## src/hdl/eitsf_pkg.sv

```systemverilog
`timescale 1ns / 1ps

package eitsf_pkg;

    // fixed store geometry
    localparam int TABLE_SLOTS       = 17;
    localparam int SECTION_SLOTS     = 256;
    localparam int MAX_SECTION_BYTES = 4096;
    localparam int STORE_DEPTH       = TABLE_SLOTS * SECTION_SLOTS;
    localparam int STORE_AW          = $clog2(STORE_DEPTH);
    localparam int SLOT_W            = 5;
    localparam int SECNUM_W          = 8;

    // queue depths between the parts
    localparam int DESC_FIFO_DEPTH   = 4;
    localparam int RES_FIFO_DEPTH    = 2;

    localparam logic [31:0] CRC_POLY      = 32'h04C1_1DB7;
    localparam logic [31:0] CRC_INIT      = 32'hFFFF_FFFF;
    localparam logic [7:0]  TID_EIT_PF    = 8'h4E;
    localparam logic [7:0]  TID_SCHED_LO  = 8'h50;
    localparam logic [7:0]  TID_SCHED_HI  = 8'h5F;
    localparam logic [7:0]  CURRENT_MASK  = 8'h01;
    localparam int          MIN_SECTION_BYTES = 18;

    // configuration register indexes
    localparam logic CFG_FILTER_ENABLE = 1'b0;
    localparam logic CFG_SERVICE_MATCH = 1'b1;

    typedef enum logic [2:0] {
        VERDICT_NEW     = 3'd0,
        VERDICT_SHORT   = 3'd1,
        VERDICT_TABLE   = 3'd2,
        VERDICT_NOT_CUR = 3'd3,
        VERDICT_SERVICE = 3'd4,
        VERDICT_CRC     = 3'd5,
        VERDICT_DUP     = 3'd6
    } verdict_t;

    // finished section, handed from front to back
    typedef struct packed {
        verdict_t              verdict;   // VERDICT_NEW means store lookup pending
        logic [SLOT_W-1:0]     slot;
        logic [SECNUM_W-1:0]   section_num;
        logic [15:0]           service;
        logic [31:0]           tail;
    } desc_t;

    typedef struct packed {
        verdict_t              verdict;
        logic [SLOT_W-1:0]     slot;
        logic [SECNUM_W-1:0]   section_num;
        logic [15:0]           service;
    } result_t;

    function automatic logic [31:0] crc_byte(input logic [31:0] crc_in, input logic [7:0] b);
        logic [31:0] c;
        c = crc_in ^ {b, 24'h0};
        for (int i = 0; i < 8; i++)
        begin
            if (c[31])
                c = {c[30:0], 1'b0} ^ CRC_POLY;
            else
                c = {c[30:0], 1'b0};
        end
        return c;
    endfunction

endpackage

```

## src/hdl/eitsf_front.sv

```systemverilog
`timescale 1ns / 1ps

module eitsf_front
    import eitsf_pkg::*;
#(
    parameter int MAX_BYTES = MAX_SECTION_BYTES
) (
    input  logic        clk,
    input  logic        rst_n,
    input  logic        accept,
    input  logic [7:0]  section_byte,
    input  logic        last_byte,
    input  logic        filter_enable,
    input  logic [15:0] service_match,
    output logic        desc_push,
    output desc_t       desc
);

    localparam int CW = $clog2(MAX_BYTES + 1);

    logic [31:0]   crc_reg, crc_next;
    logic [CW-1:0] count_reg, count_next;
    logic [7:0]    tid_reg, tid_next;
    logic          cur_reg, cur_next;
    logic [15:0]   svc_reg, svc_next;
    logic [7:0]    secnum_reg, secnum_next;
    logic [31:0]   tail_reg, tail_next;
    logic          slot_ok;
    logic [SLOT_W-1:0] slot;
    logic [7:0]    tid_off;

    // running values including the byte being taken
    always_comb
    begin
        tid_next    = tid_reg;
        svc_next    = svc_reg;
        cur_next    = cur_reg;
        secnum_next = secnum_reg;
        case (count_reg)
            CW'(0):  tid_next = section_byte;
            CW'(3):  svc_next = {section_byte, svc_reg[7:0]};
            CW'(4):  svc_next = {svc_reg[15:8], section_byte};
            CW'(5):  cur_next = |(section_byte & CURRENT_MASK);
            CW'(6):  secnum_next = section_byte;
            default: ;
        endcase
        crc_next   = crc_byte(crc_reg, section_byte);
        tail_next  = {tail_reg[23:0], section_byte};
        count_next = (count_reg < CW'(MAX_BYTES)) ? count_reg + 1'b1 : count_reg;
    end

    // table slot and verdict before the store lookup
    always_comb
    begin
        tid_off = tid_next - TID_SCHED_LO;
        slot    = '0;
        slot_ok = 1'b0;
        if (tid_next == TID_EIT_PF)
            slot_ok = 1'b1;
        else if (tid_next >= TID_SCHED_LO && tid_next <= TID_SCHED_HI)
        begin
            slot_ok = 1'b1;
            slot    = SLOT_W'(tid_off[3:0]) + 1'b1;
        end

        desc.slot        = slot;
        desc.section_num = secnum_next;
        desc.service     = svc_next;
        desc.tail        = tail_next;
        if (count_next < CW'(MIN_SECTION_BYTES))
            desc.verdict = VERDICT_SHORT;
        else if (!slot_ok)
            desc.verdict = VERDICT_TABLE;
        else if (!cur_next)
            desc.verdict = VERDICT_NOT_CUR;
        else if (filter_enable && svc_next != service_match)
            desc.verdict = VERDICT_SERVICE;
        else if (crc_next != '0)
            desc.verdict = VERDICT_CRC;
        else
            desc.verdict = VERDICT_NEW;
    end

    assign desc_push = accept && last_byte;

    always_ff @(posedge clk or negedge rst_n)
    begin
        if (!rst_n)
        begin
            crc_reg    <= CRC_INIT;
            count_reg  <= '0;
            tid_reg    <= '0;
            cur_reg    <= 1'b0;
            svc_reg    <= '0;
            secnum_reg <= '0;
            tail_reg   <= '0;
        end
        else if (accept)
        begin
            if (last_byte)
            begin
                crc_reg    <= CRC_INIT;
                count_reg  <= '0;
                tid_reg    <= '0;
                cur_reg    <= 1'b0;
                svc_reg    <= '0;
                secnum_reg <= '0;
                tail_reg   <= '0;
            end
            else
            begin
                crc_reg    <= crc_next;
                count_reg  <= count_next;
                tid_reg    <= tid_next;
                cur_reg    <= cur_next;
                svc_reg    <= svc_next;
                secnum_reg <= secnum_next;
                tail_reg   <= tail_next;
            end
        end
    end

endmodule

```

## config.mk

```make
export PLATFORM = sky130hd
export DESIGN_NAME = eitsf_front
export DESIGN_NICKNAME = d
export VERILOG_FILES = /design/src/hdl/eitsf_pkg.sv /design/src/hdl/eitsf_front.sv
export SDC_FILE = /design/constraint.sdc
export NUM_CORES = 1
export LEC_CHECK = 0
export BUFFER_PORTS_ARGS = -buffer_cell sky130_fd_sc_hd__clkbuf_2
export CAP_MARGIN = 10
export CORE_ASPECT_RATIO = 1.25
export CORE_MARGIN = 1
export CORE_UTILIZATION = 25
export DETAILED_ROUTE_END_ITERATION = 6
export GPL_ROUTABILITY_DRIVEN = 0
export PLACE_DENSITY = 0.43
export REMOVE_ABC_BUFFERS = 1
export SYNTH_ARGS = -nofsm -noshare
export SYNTH_HDL_FRONTEND = slang
export SYNTH_SLANG_ARGS = --single-unit
```

## constraint.sdc

```tcl
create_clock -name clk -period 6 [get_ports clk]
set_input_delay 0.3 -clock clk [delete_from_list [all_inputs] [get_ports clk]]
set_output_delay 0.3 -clock clk [all_outputs]
set_load 0.03 [all_outputs]
```

# ---- After elaboration in Yosys (flattened, before gate mapping)
# Index checks and enable logic that the tools add are counted.
dict set report classes {
  n_addsub 3
  multipliers 0
  n_div 0
  n_lt_le_gt_ge 4
  eq_ne 6
  n_shift 0
  n_mux 29
  n_bitwise 9
  n_reduce_logical 5
}
# cell count
set op_table {}
lappend op_table {{2-to-1 mux 27 bit} 8}
lappend op_table {{NOT 14 bit} 8}
lappend op_table {{equality test 13 x 3 -> 1 bit, second input constant} 3}
lappend op_table {{2-to-1 mux 32 bit} 1}
lappend op_table {{2-to-1 mux 8 bit} 4}
lappend op_table {{one-hot mux 16 bit (2 select lines)} 1}
lappend op_table {{nonzero test 32 bit} 1}
lappend op_table {{bitwise XOR 32 bit} 1}
lappend op_table {{2-to-1 mux 13 bit} 2}
lappend op_table {{2-to-1 mux 24 bit} 1}
lappend op_table {{2-to-1 mux 16 bit} 1}
lappend op_table {{inequality test 16 bit} 1}
lappend op_table {{2-to-1 mux 3 bit} 5}
lappend op_table {{adder 13 x 1 -> 13 bit, second input constant} 1}
lappend op_table {{equality test 13 x 2 -> 1 bit, second input constant} 1}
lappend op_table {{logical NOT 13 bit} 1}
lappend op_table {{less-than comparator 13 bit, second input constant} 1}
lappend op_table {{less-than comparator 13 x 5 -> 1 bit, second input constant} 1}
lappend op_table {{2-to-1 mux 5 bit} 2}
lappend op_table {{equality test 8 x 7 -> 1 bit, second input constant} 1}
lappend op_table {{greater-or-equal comparator 8 x 7 -> 1 bit, second input constant} 1}
lappend op_table {{less-or-equal comparator 8 x 7 -> 1 bit, second input constant} 1}
lappend op_table {{adder 4 x 1 -> 5 bit, second input constant} 1}
lappend op_table {{2-to-1 mux 1 bit} 4}
lappend op_table {{2 further kinds} 4}
dict set report word_totals {
  ff_bits 102
  latch_bits 0
  ramBits 0
  mem_bits_ro 0
  in_bits 29
  output_inout_bits 65
  wordCells 63
  n_memories 0
}

# ---- Longest topological paths before layout
dict set report depth {
  word_depth 23
  mapped_depth 13
  ltp_nobuf 10
}

# ---- Worst setup path before layout
# OpenSTA, ideal clock, no wires.
dict set report synth_path {
  path_type {register to output}
  start {register count_reg[3]}
  end {output desc[58] in the netlist's numbering}
  arrival_time_ps 2864
  required_ps 5700
  path_slack_ps 2836
  path_stages_with_launch 12
  path_buffers 3
  path_cell_list {dfrtp_1 buf_2 nor3_1 and4_1 buf_2 and3b_1 buf_2 mux2i_1 inv_1 ha_1 xor2_1 nor3_1}
}
# element line_no
set synth_lines {}
lappend synth_lines {{start: declaration} eitsf_front.sv:22} ;# logic [CW-1:0] count_reg, count_next;
lappend synth_lines {{start signal: assignment} eitsf_front.sv:113} ;# count_reg <= count_next;
lappend synth_lines {{end: declaration} eitsf_front.sv:16} ;# output desc_t desc

==> impl_metrics.tcl <==
set metrics [dict create \
    status "finished clean" \
    postSynth.asyncResetShare_pct 100.0 \
    vias 5147 \
    total_power_mw 3.279 \
    timing.hold.ws_ns 0.3992 \
    hold_violations 0 \
    timing.fmax_mhz 248.9 \
    routed_wl_um 19420 \
    cp_max_fo 10 \
    synth-seq-cells 102 \
    setup_viol 0 \
    tns_ns 0 \
    min_period_ns 4.018 \
    diodes 0 \
    drt.antenna.violating_nets 0 \
    drive_gt1_share_pct 23.55 \
    grt_pass1_wl_um 31190 \
    worst-r2r-cell-count 5 \
    internal_power_mw 1.939 \
    pwr-share-seq_pct 29.7 \
    worstReg2RegEnd "tid_reg[0]" \
    arrival_ns 3.72 \
    power.switching_mw 1.340 \
    dr.first_iter.drc_count 278 \
    cts-buffers-inserted 9 \
    p_sw_share_pct 40.86 \
    p_per_area_nw_per_um2 438.0 \
    clock_latency_ns 0.36 \
    p_comb_share_pct 49.7 \
    placed_cell_area_um2 7146 \
    routedWlPerCell_um 18.01 \
    critPathCaptureType "output port" \
    cts_num_sinks 102 \
    peakVddDrop_mv 0.2039 \
    skew_ns 0.01160 \
    syn_area_um2 6454 \
    die-height_um 181.6 \
    grt_usage_pct 15.26 \
    synth_edf_count 0 \
    core_area_um2 25290 \
    r2r_setup_slack_ns 3.59 \
    hp-class "input pin to register" \
    syn_to_final_growth_pct 15.99 \
    final_util_pct 29.60 \
    crit_path_start_kind "register" \
    cts_tree "done" \
    max_cap_viol_count 0 \
    largest_reg_flops 32 \
    port_buffers 93 \
    die_area_um2 26470 \
    drc 0 \
    yosysWarnings 0 \
    pin_count 94 \
    syn_inst 678 \
    post-route-period-util_pct 66.97 \
    grt_pass1_vias 5156 \
    die-width_um 145.7 \
    postCtsSetupBuffers 0 \
    grt_max_degree 68 \
    cts-root-buf "clkbuf_16" \
    path_class "register to output port" \
    via_per_inst 4.775 \
    rows 65 \
    min_from "section_byte[3]" \
    slew_headroom_pct 26.31 \
    cp.required_ns 5.70 \
    htreeDepth 3 \
    rsz0062_at_grt "no" \
    r2r_start "count_reg[3]" \
    grt_overflow_total 0 \
    synth_cell_types 66 \
    clockPowerShare_pct 20.6 \
    antenna_found_initial 0 \
    firstDrtPassIters 5 \
    ys_seq_area_share_pct 40.17 \
    final_area_um2 7486 \
    holdPathStages 2 \
    clk_pin_slew_worst_paths_ns 0.08 \
    drv_slew 0 \
    crit_start "count_reg[3]" \
    place_hpwl_um 13380 \
    worst_slew_pin_slew_ns 1.098 \
    initial_utilization_pct 25.52 \
    nFillCells 2719 \
    fin_nets 775 \
    syn-mean-instance-area_um2 9.519 \
    leakage_nw 3.267 \
    hold_path_end "tid_reg[3]" \
    clock_path_buffers 2 \
    synth_flop_cell "dfrtp_1" \
]
==> worst max-delay path, cell delays in order (launching register included) <==
cell and delay [ns]:
dfrtp_1 0.47, nor3_1 0.31, and4_1 0.39, and3b_1 0.53, mux2i_1 0.45, ha_1 0.22, nand2_1 0.05, a21oi_1 0.46
nand3b_1 0.13, a21oi_1 0.13, clkbuf_2 0.22
==> Yosys cell counts (all sizes together) (2+ instances only) <==
cell,count,share of area [%]
buf,25,2.5
clkbuf,29,1.7
nand2,55,3.2
o21ai,41,3.2
a22o,29,3.9
dfrtp,70,27
nor2b,10,0.97
a221o,2,0.31
o2bb2ai,7,0.95
a31oi,7,0.68
nor2,44,2.6
nand4,7,0.68
nor3,16,1.2
a21oi,32,2.5
nand3b,3,0.35
xor2,36,5.2
mux2,10,1.7
and2,5,0.48
o22ai,5,0.48
a221oi,2,0.27
dfstp,32,13
a31o,3,0.41
o22a,9,1.2
a22oi,2,0.23
nor3b,2,0.23
xnor3,3,1.1
o2111ai,3,0.41
nand3,18,1.4
inv,29,1.7
nand2b,5,0.48
ha,8,1.6
and4,2,0.27
mux2i,14,2.2
xnor2,63,9.8
a211oi,2,0.23
o31ai,17,2.0
and3,9,0.87
o32ai,2,0.27
nor4,3,0.29
==> layout make-up <==
type	count	area, µm²	share of cell area [%]
Multi-Input combinational cell	492	3486	46.57
Sequential cell	102	2592	34.63
Timing Repair Buffer	103	545.5	7.287
Tap cell	335	419.2	5.599
Clock buffer	9	225.2	3.009
Inverter	30	112.6	1.504
Clock inverter	7	105.1	1.404
==> routing by layer <==
layer | track usage, % | vias to the layer above | wire (µm) | part of all wire, %
li1 | - | 2497 | - | -
met1 | 20.79 | 2502 | 9122 | 47
met2 | 25.40 | 133 | 9303 | 48
met3 | 1.683 | 15 | 723 | 3.7
met4 | 4.337 | 0 | 267 | 1.4
met5 | 0 | - | 0 | 0
==> per-stage QoR <==
step / setup WS [ns] / instances
5_1_grt: 1.582 / 1078
3_5_place_dp: 2.320 / 1061
2_1_floorplan: 2.537 / 624
6_report: 1.982 / 1078
4_1_cts: 1.918 / 1078
3_3_place_gp: 2.408 / 1061
==> how the worst max path moves through the flow <==
stage	cells after the start	slack, ns	end
finish	10	1.98	desc[63]
global route	10	1.58	desc[63]
CTS	10	1.92	desc[63]
detailed placement	10	2.32	desc[63]
global placement	10	2.41	desc[63]
floorplan	4	2.54	tid_reg[2]
==> logic make-up after synthesis <==
kind of cell,Yosys count,synth area share (%)
compound gates,172,18.34
simple gates,186,14.02
flops,102,40.17
mux,24,3.916
buf+inv,84,5.932
fa+ha+maj,8,1.551
xor+xnor,102,16.07
==> power by group through the flow <==
stage	clock, mW	combinational [mW]	sequential [mW]
after floorplan	0	1.24	0.981
after global placement	0	1.64	0.987
after detailed placement	0	1.64	0.987
after CTS	0.697	1.65	0.975
after global routing	0.719	1.81	0.994
final	0.675	1.63	0.975
==> layout by cell type (no fill, tap or decap), drive strengths merged, types with 3 or more instances in the layout <==
cell type  Yosys  final
and2           5      5
dfrtp         70     70
xnor3          3      3
nand3         18     18
buf           25     10
nand4          7      7
mux2          10     10
nor2b         10     10
clkbuf        29    101
o22a           9      9
and3           9      9
nor4           3      3
nand2         55     55
nand3b         3      3
dfstp         32     32
ha             8      8
a31o           3      3
a31oi          7      7
xnor2         63     63
nand2b         5      5
o21ai         41     41
o2bb2ai        7      7
mux2i         14     14
a21oi         32     32
nor2          44     44
a22o          29     29
nor3          16     16
o2111ai        3      3
o22ai          5      5
inv           29     32
o31ai         17     17
xor2          36     36
==> timing repair <==
action,in CTS,in global routing
hold buffers,1,0
endpoints found under the hold margin,3,0
setup endpoints to repair,0,0
gates resized for setup,0,0
Note: power is estimated with default switching activity, not from simulation.
