### src/hdl/eitsf_fifo.sv
`timescale 1ns / 1ps

module eitsf_fifo #(
    parameter int WIDTH = 8,
    parameter int DEPTH = 4
) (
    input  logic             clk,
    input  logic             rst_n,
    input  logic             push,
    input  logic [WIDTH-1:0] din,
    input  logic             pop,
    output logic [WIDTH-1:0] dout,
    output logic             empty,
    output logic             full
);

    localparam int PW = (DEPTH > 1) ? $clog2(DEPTH) : 1;
    localparam int CW = $clog2(DEPTH + 1);

    logic [WIDTH-1:0] mem [DEPTH];
    logic [PW-1:0]    wr_ptr_reg, wr_ptr_next;
    logic [PW-1:0]    rd_ptr_reg, rd_ptr_next;
    logic [CW-1:0]    count_reg, count_next;
    logic             do_push, do_pop;

    assign empty   = (count_reg == '0);
    assign full    = (count_reg == CW'(DEPTH));
    assign do_push = push && !full;
    assign do_pop  = pop && !empty;
    assign dout    = mem[rd_ptr_reg];

    always_comb
    begin
        wr_ptr_next = wr_ptr_reg;
        rd_ptr_next = rd_ptr_reg;
        count_next  = count_reg;
        if (do_push)
            wr_ptr_next = (wr_ptr_reg == PW'(DEPTH - 1)) ? '0 : wr_ptr_reg + 1'b1;
        if (do_pop)
            rd_ptr_next = (rd_ptr_reg == PW'(DEPTH - 1)) ? '0 : rd_ptr_reg + 1'b1;
        if (do_push && !do_pop)
            count_next = count_reg + 1'b1;
        else if (do_pop && !do_push)
            count_next = count_reg - 1'b1;
    end

    always_ff @(posedge clk or negedge rst_n)
    begin
        if (!rst_n)
        begin
            wr_ptr_reg <= '0;
            rd_ptr_reg <= '0;
            count_reg  <= '0;
        end
        else
        begin
            wr_ptr_reg <= wr_ptr_next;
            rd_ptr_reg <= rd_ptr_next;
            count_reg  <= count_next;
        end
    end

    always_ff @(posedge clk)
    begin
        if (do_push)
            mem[wr_ptr_reg] <= din;
    end

endmodule

### config.mk
export PLATFORM = sky130hd
export DESIGN_NAME = eitsf_fifo
export DESIGN_NICKNAME = d
export VERILOG_FILES = /design/src/hdl/eitsf_fifo.sv
export SDC_FILE = /design/constraint.sdc
export NUM_CORES = 1
export LEC_CHECK = 0
export BUFFER_PORTS_ARGS = -buffer_cell sky130_fd_sc_hd__buf_2
export CORE_MARGIN = 2
export CORE_UTILIZATION = 35
export CTS_BUF_LIST = sky130_fd_sc_hd__clkbuf_8
export CTS_CLUSTER_SIZE = 20
export DETAILED_ROUTE_END_ITERATION = 7
export GPL_TIMING_DRIVEN = 1
export SKIP_LAST_GASP = 1
export SLEW_MARGIN = 10
export SYNTH_ARGS = -nofsm -noshare
export SYNTH_HDL_FRONTEND = slang
export SYNTH_SLANG_ARGS = --single-unit
### constraint.sdc
create_clock -name clk -period 2.71 [get_ports clk]
set_input_delay 0 -clock clk [delete_from_list [all_inputs] [get_ports clk]]
set_output_delay 0 -clock clk [all_outputs]
set_load 0.05 [all_outputs]
* After elaboration in Yosys (flattened, before gate mapping) *
Memory sizes are Yosys's and may differ from the RTL's.
Cells that the tools add are included.

storage, ports and cells
  memories kept = 1
  bits in registers = 7
  memory bits (writable) = 32
  output and inout port bits = 10
  word-level logic and storage cells = 27
  bits of input ports = 12

operators by class
  add/subtract/negate cells = 4
  muxes and demuxes = 6
  reductions and logical operators = 10
  eq/ne operators = 3

memory list
  name  depth  width  read ports  clocked after memory_dff  write ports  line  RTL
  mem   4      8      1           0                         1            20    logic [WIDTH-1:0] mem [DEPTH];

operators with widths
  kind                   number
  $mux W3                2
  $add A2 B1 Y2 const B  2
  $eq A2 B2 Y1 const B   2
  $logic_and A1 B1 Y1    4
  $logic_not A1 Y1       4
  $mux W2                2
  $add A3 B1 Y3 const B  1
  $eq A3 B3 Y1 const B   1
  $logic_not A3 Y1       1
  $sub A3 B1 Y3 const B  1
  $mux W1                2
  $reduce_bool A2 Y1     1

* Depth between registers and ports, before layout *
Gate-level depths: netlist of run 1.

  depth after elaboration = 7
  mapped depth = 9
  mapped depth without buffers = 8

* Least setup slack after synthesis of run 1 *
No wires, ideal clock.

  kind = register to register
  start = register count_reg[0]
  end = register count_reg[2]
  arrival time = 2912 ps
  period minus slack after synthesis = 2991 ps
  stages on the path, launching flop included = 9
  path slack = -281 ps
  library setup time = 79 ps
  required time = 2631 ps
  path buffers = 0
  path through = dfrtp_1 > nor3_1 > nand2b_4 > ha_1 > inv_1 > fa_1 > xor2_1 > nor2_1 > xor2_1

on the way
  cells in the longest elaborated chain, start to end = 6
  elaborated cells on any way between the ends = 15
  classes of those cells = 2 x add/sub; 1 x eq/ne; 2 x mux; 10 x reduce/logical

ends and longest elaborated chain
  item                                           line  RTL
  start: declaration                             23    logic [CW-1:0] count_reg, count_next;
  start signal: assignment                       59    count_reg <= count_next;
  $logic_not A3 Y1 (*)                           26    assign empty = (count_reg == '0);
  named net empty                                13    output logic empty,
  $logic_not A1 Y1 (*)                           29    assign do_pop = pop && !empty;
  $logic_and A1 B1 Y1 (*)                        29
  $logic_not A1 Y1                               41    if (do_push && !do_pop)
  $logic_and A1 B1 Y1                            41
  $mux W3 or $reduce_bool A2 Y1 (tied branches)  n/a

Mark *: on every way through the listed nets, which the timed path passes. The rest lies on a longest branch. The select of a mux whose other input is x is not followed.
A chain may end at the register's enable or synchronous reset.

* Worst setup path after layout of run 1 *
  start = register count_reg[2]
  end = register count_reg[2]

on the way
  cells in the longest elaborated chain, start to end = 6
  elaborated cells on any way between the ends = 15
  classes of those cells = 2 x add/sub; 1 x eq/ne; 2 x mux; 10 x reduce/logical

ends and longest elaborated chain
  item
  parallel branches: the longest is 6 deep, another holds $sub A3 B1 Y3

Parallel ways; which one is timed is not known. The select of a mux whose other input is x is not followed.

==> flow_metrics.py, run 1 <==
metrics = {
    "status": {
        "status": "finished clean",
    },
    "placed_design": {
        "placed_cells": 149,
        "hpwl_microns": 1810,
        "globalplace.congestion": 0.670,
        "port_buffers": 21,
    },
    "cts": {
        "cts.path.max_buffers": 2,
        "ctsRootBufferMaster": "clkbuf_8",
        "cts_setup_buffers": 0,
        "cts_buffers": 5,
        "cts_sinks": 39,
        "path_clk_slew_ns": 0.08,
        "cts_repair_resize_count": 0,
        "cts_tree": "done",
        "worstSkewPairLatency_ns": 0.29,
        "htreeDepth": 2,
    },
    "sta": {
        "setup_violations": 0,
        "worstMarginPinSlew_ns": 0.623,
        "finalCritPeriodShare_pct": 75.6,
        "finClkSkew_ns": 0.00849,
        "finalMaxSlewViolations": 0,
        "grt_setup_unrepaired": "no",
        "fmax_mhz": 488,
        "period_minus_slack_ns": 2.05,
        "hold_viol": 0,
        "max-slew-margin-rel_pct": 58.5,
        "final.setup.tns_ns": 0,
    },
    "critical_path": {
        "crit_arrival_ns": 2.26,
        "r2r-start": "count_reg[2]",
        "r2r_end": "count_reg[2]",
        "rrSetupSlack_ns": 0.66,
        "worstRegToRegCells": 8,
        "path_max_fanout": 7,
        "worstSetupEndpointType": "flip-flop",
        "startpoint_type": "flip-flop",
        "critical_path_class": "reg2reg",
        "worst-endpoint-required_ns": 2.92,
    },
    "drt": {
        "ant_nets": 0,
        "drc": 0,
        "routed_wl_microns": 2600,
        "viasPerCell": 4.81,
        "vias": 799,
        "first_pass_iters": 4,
        "wl_per_cell_microns": 15.7,
        "first_iter_violations": 55,
    },
    "power_and_ir_drop": {
        "p_per_area_nw_per_um2": 1200,
        "vdd_drop_max_v": 0.000488,
        "p_leak_nw": 0.753,
    },
    "cells_and_area": {
        "layout_commonest_cell": "edfxtp_1",
        "layout_common_cells": "32 x edfxtp_1, 21 x buf_2, 9 x dlygate4sd3_1",
        "syn2layout_area_growth_pct": 22.4,
        "final_cells": 166,
        "nets": 132,
        "largest_reg_flops": 32,
        "num_antenna_cells": 0,
        "fill_cells": 396,
        "drive_gt1_share_pct": 43.9,
    },
    "global_route": {
        "grt.overflow.total": 0,
        "grt_pass1_vias": 955,
        "antenna_found_initial": 0,
        "grt_max_degree": 13,
        "grt_pass1_wl_microns": 4510,
        "grt_usage_pct": 12.0,
    },
    "synth": {
        "netlist-cell-type-count": 19,
        "seq_area_frac_synth_pct": 70.1,
        "syn_avg_cell_area_sq_um": 20.5,
        "synth-edff-count": 32,
        "ys_ff_latch": 39,
        "yosys_warnings": 0,
        "synth_fp_nets": 98,
        "ys_async_sr_fraction_pct": 17.9,
        "ys.flop_type": "edfxtp_1",
        "synth_cells": 79,
        "synth_area_sq_um": 1620,
    },
    "die": {
        "die_h_microns": 72.0,
        "fp-row-count": 24,
        "die-area_sq_um": 5190,
        "die_w_microns": 72.0,
        "start_util_pct": 36.7,
        "core_sq_um": 4410,
        "io_pins": 22,
    },
    "hold_path": {
        "worstHoldPathType": "in2async",
    },
    "run": {
        "max_cap_violations": 0,
    },
}
[kinds of logic after synthesis]
kind of cell | Yosys count | share of synthesized area [%]
buffers and inverters | 6 | 1.93
adders and majority gates | 7 | 5.87
and+or+nand+nor | 11 | 5.41
xor gates and xnor gates | 3 | 1.62
DFF | 39 | 70.1
muxes | 13 | 15.1
[worst max path at each step]
stage                            start      endpoint  depth (start not counted)
after floorplan           count_reg[1]  count_reg[2]                          8
after global routing      count_reg[2]  count_reg[2]                          8
after CTS                 count_reg[2]  count_reg[2]                          8
after detailed placement  count_reg[2]  count_reg[2]                          8
final                     count_reg[2]  count_reg[2]                          8
after global placement    count_reg[2]  count_reg[2]                          8
[where the power goes]
group	internal, mW	switching [mW]
logic	0.361	0.551
clock network	0.298	0.199
registers	0.811	0.151
total	1.47	0.901
[critical path, stage by stage, from the launching register on]
cell and delay, ns:
dfrtp_1 0.42, nor3b_4 0.17, nor2b_2 0.27, ha_1 0.24
inv_1 0.06, fa_1 0.38, xor2_1 0.15, nor2_1 0.11
xor2_1 0.17
[cell usage after synthesis (all sizes together) (2+ instances only)]
cell    instances  area [sq um]
inv             3          11.3
and2            4          30.0
xor2            2          17.5
mux2            5          63.8
buf             3          20.0
mux4            8           180
edfxtp         32           961
nor2            3          11.3
dfrtp           7           175
ha              6          75.1
[metal layers]
layer	track usage [%]	up-vias	routed length [microns]
met3	4.17	6	136
met2	20.3	20	1270
met1	14.0	406	1150
li1	-	367	-
met5	0	-	0
met4	5.03	0	51
[repair_timing]
item,4_1_cts,5_1_grt
hold endpoints to repair,39,0
hold buffers,9,0
setup endpoints to repair,0,0
[through the flow]
stage | setup WS, ns | util [%] | instance area, sq um | hold WS (ns) | power, mW
finish | 0.661 | 44.9 | 1980 | 0.0728 | 2.37
global route | 0.494 | 44.9 | 1980 | 0.0728 | 2.51
CTS | 0.626 | 44.9 | 1980 | 0.0640 | 2.41
detailed placement | 0.655 | 40.2 | 1780 | -0.148 | 1.90
global placement | 0.780 | 40.2 | 1780 | -0.153 | 1.87
floorplan | 0.228 | - | 1630 | -0.296 | 1.70
[final cells by class]
| class | count | area, sq um | share of cell area [%] |
|---|---|---|---|
| repair buffers | 30 | 195 | 9.84 |
| inverters | 3 | 11.3 | 0.568 |
| well taps | 52 | 65.1 | 3.28 |
| clock inverters | 2 | 35.0 | 1.77 |
| flip-flops and latches | 39 | 1140 | 57.3 |
| multi-input cells | 34 | 458 | 23.1 |
| clock buffers | 6 | 82.6 | 4.16 |
(Power assumes the default switching activity.)
==> run 2: changes to the inputs <==
- clock period: 2.71 -> 2 ns (I/O delays scaled with it)
==> flow_metrics.py, run 2 (synthesized netlist as in run 1, its figures left out) <==
metrics = {
    "hold_path": {
        "worstHoldPathType": "in2async",
    },
    "critical_path": {
        "r2r-start": "count_reg[2]",
        "crit_top_cell": "xor2_1",
        "crit_arrival_ns": 2.09,
        "worstSetupEndpointType": "flip-flop",
        "startpoint_type": "flip-flop",
        "worst-endpoint-required_ns": 2.20,
        "r2r_end": "count_reg[2]",
        "path_max_fanout": 3,
        "slowest_stage": "dfrtp_2",
        "cp_cell_sequence": "nor3b_4 -> nor2b_2 -> ha_4 -> inv_2 -> fa_1 -> xor2_1 -> nor2_1 -> xor2_1",
        "cp_slowest_stage_delay_ns": 0.44,
        "critical_path_class": "reg2reg",
        "rrSetupSlack_ns": 0.11,
        "worstRegToRegCells": 8,
    },
    "power_and_ir_drop": {
        "vdd_drop_max_v": 0.000544,
        "p_leak_nw": 0.762,
        "total_power_mw": 3.22,
        "p_per_area_nw_per_um2": 1600,
    },
    "drt": {
        "routed_wl_microns": 2550,
        "drc": 0,
        "wl_per_cell_microns": 15.1,
        "vias": 803,
        "first_pass_iters": 3,
        "first_iter_violations": 63,
        "ant_nets": 0,
        "viasPerCell": 4.75,
    },
    "global_route": {
        "grt_pass1_vias": 880,
        "grt_max_degree": 13,
        "grt_pass1_wl_microns": 4270,
        "antenna_found_initial": 0,
        "grt.overflow.total": 0,
        "grt_usage_pct": 11.4,
    },
    "placed_design": {
        "port_buffers": 21,
        "hpwl_microns": 1750,
        "placed_cells": 150,
        "globalplace.congestion": 0.762,
    },
    "cts": {
        "cts_sinks": 39,
        "cts_buffers": 5,
        "ctsRootBufferMaster": "clkbuf_8",
        "htreeDepth": 2,
        "cts_tree": "done",
        "worstSkewPairLatency_ns": 0.28,
        "path_clk_slew_ns": 0.07,
        "cts.path.max_buffers": 2,
    },
    "cells_and_area": {
        "drive_gt1_share_pct": 47.9,
        "multi_input_area_sq_um": 477,
        "final_util_pct": 45.7,
        "regArea_sq_um": 1140,
        "nets": 135,
        "largest_reg_flops": 32,
        "final_cells": 169,
        "layout_commonest_cell": "edfxtp_1",
        "layout_common_cells": "32 x edfxtp_1, 21 x buf_2, 9 x dlygate4sd3_1",
        "fill_cells": 386,
        "num_antenna_cells": 0,
        "syn2layout_area_growth_pct": 24.5,
    },
    "die": {
        "start_util_pct": 36.7,
        "io_pins": 22,
        "core_sq_um": 4410,
        "die-area_sq_um": 5190,
        "die_w_microns": 72.0,
        "fp-row-count": 24,
        "die_h_microns": 72.0,
    },
    "sta": {
        "finalMaxSlewViolations": 0,
        "hold_viol": 0,
        "worstMarginPinSlew_ns": 0.610,
        "grt_setup_unrepaired": "no",
        "final.setup.tns_ns": 0,
        "fmax_mhz": 529,
        "setup_violations": 0,
        "finClkSkew_ns": 0.00585,
        "max-slew-margin-rel_pct": 59.3,
        "finalCritPeriodShare_pct": 94.5,
        "period_minus_slack_ns": 1.89,
    },
    "status": {
        "status": "finished clean",
    },
    "run": {
        "max_cap_violations": 0,
    },
}
-- run 2: changes by cell type in the layout (fill, tap and decap cells not counted) --
cell and delta:
ha_4 +1, inv_1 -1, dfrtp_2 +2, nor3_4 +1, ha_1 -1, dfrtp_1 -2
buf_4 +3, clkinv_1 +1, inv_2 +1, nor3_2 -1, clkbuf_8 -1
-- run 2: how the worst max path moves through the flow --
stage                     slack [ns]      endpoint          from
after global routing            0.02  count_reg[2]  count_reg[2]
after floorplan                -0.20  count_reg[1]  count_reg[0]
after global placement          0.19  count_reg[2]  count_reg[0]
final                           0.11  count_reg[2]  count_reg[2]
after detailed placement        0.11  count_reg[2]  count_reg[0]
after CTS                       0.08  count_reg[2]  count_reg[0]
-- run 2: per-layer routing --
layer / GRT usage (%) / vias to the layer above / share of wire [%]
met5: 0 / - / 0
met1: 13.6 / 412 / 41
met3: 4.72 / 2 / 4.6
met4: 4.40 / 0 / 0.83
met2: 18.7 / 15 / 53
li1: - / 374 / -
-- run 2: critical path, delay by kind of cell, from the launching register on --
family	cells	cell delay, ns
fa+ha+maj	2	0.53
simple gates	3	0.47
buf+inv	1	0.03
xor+xnor	2	0.32
flops	1	0.44
-- run 2: area by class of cell --
class,instances,area share (%)
Clock buffer,5,3.41
Clock inverter,3,1.92
Inverter,3,0.558
Multi-Input combinational cell,34,23.6
Sequential cell,39,56.5
Tap cell,52,3.23
Timing Repair Buffer,33,10.8
-- run 2: repair_timing --
item	in CTS	in global routing
endpoints found under the setup margin	0	1
resized for setup	0	1
buffers inserted	0	2
hold buffers	9	0
hold endpoints to repair	39	0
-- run 2: where the power goes --
group / total [mW] / switching [mW] / internal [mW]
clock network: 0.618 / 0.253 / 0.365
logic: 1.28 / 0.757 / 0.527
registers: 1.32 / 0.214 / 1.10
total: 3.22 / 1.22 / 2.00
-- run 2: stage by stage --
step / hold WS [ns] / setup WS, ns / area [sq um]
floorplan: -0.296 / -0.196 / 1650
global placement: -0.158 / 0.189 / 1800
detailed placement: -0.158 / 0.109 / 1800
CTS: 0.0648 / 0.0807 / 2000
global route: 0.0684 / 0.0180 / 2020
finish: 0.0705 / 0.111 / 2020
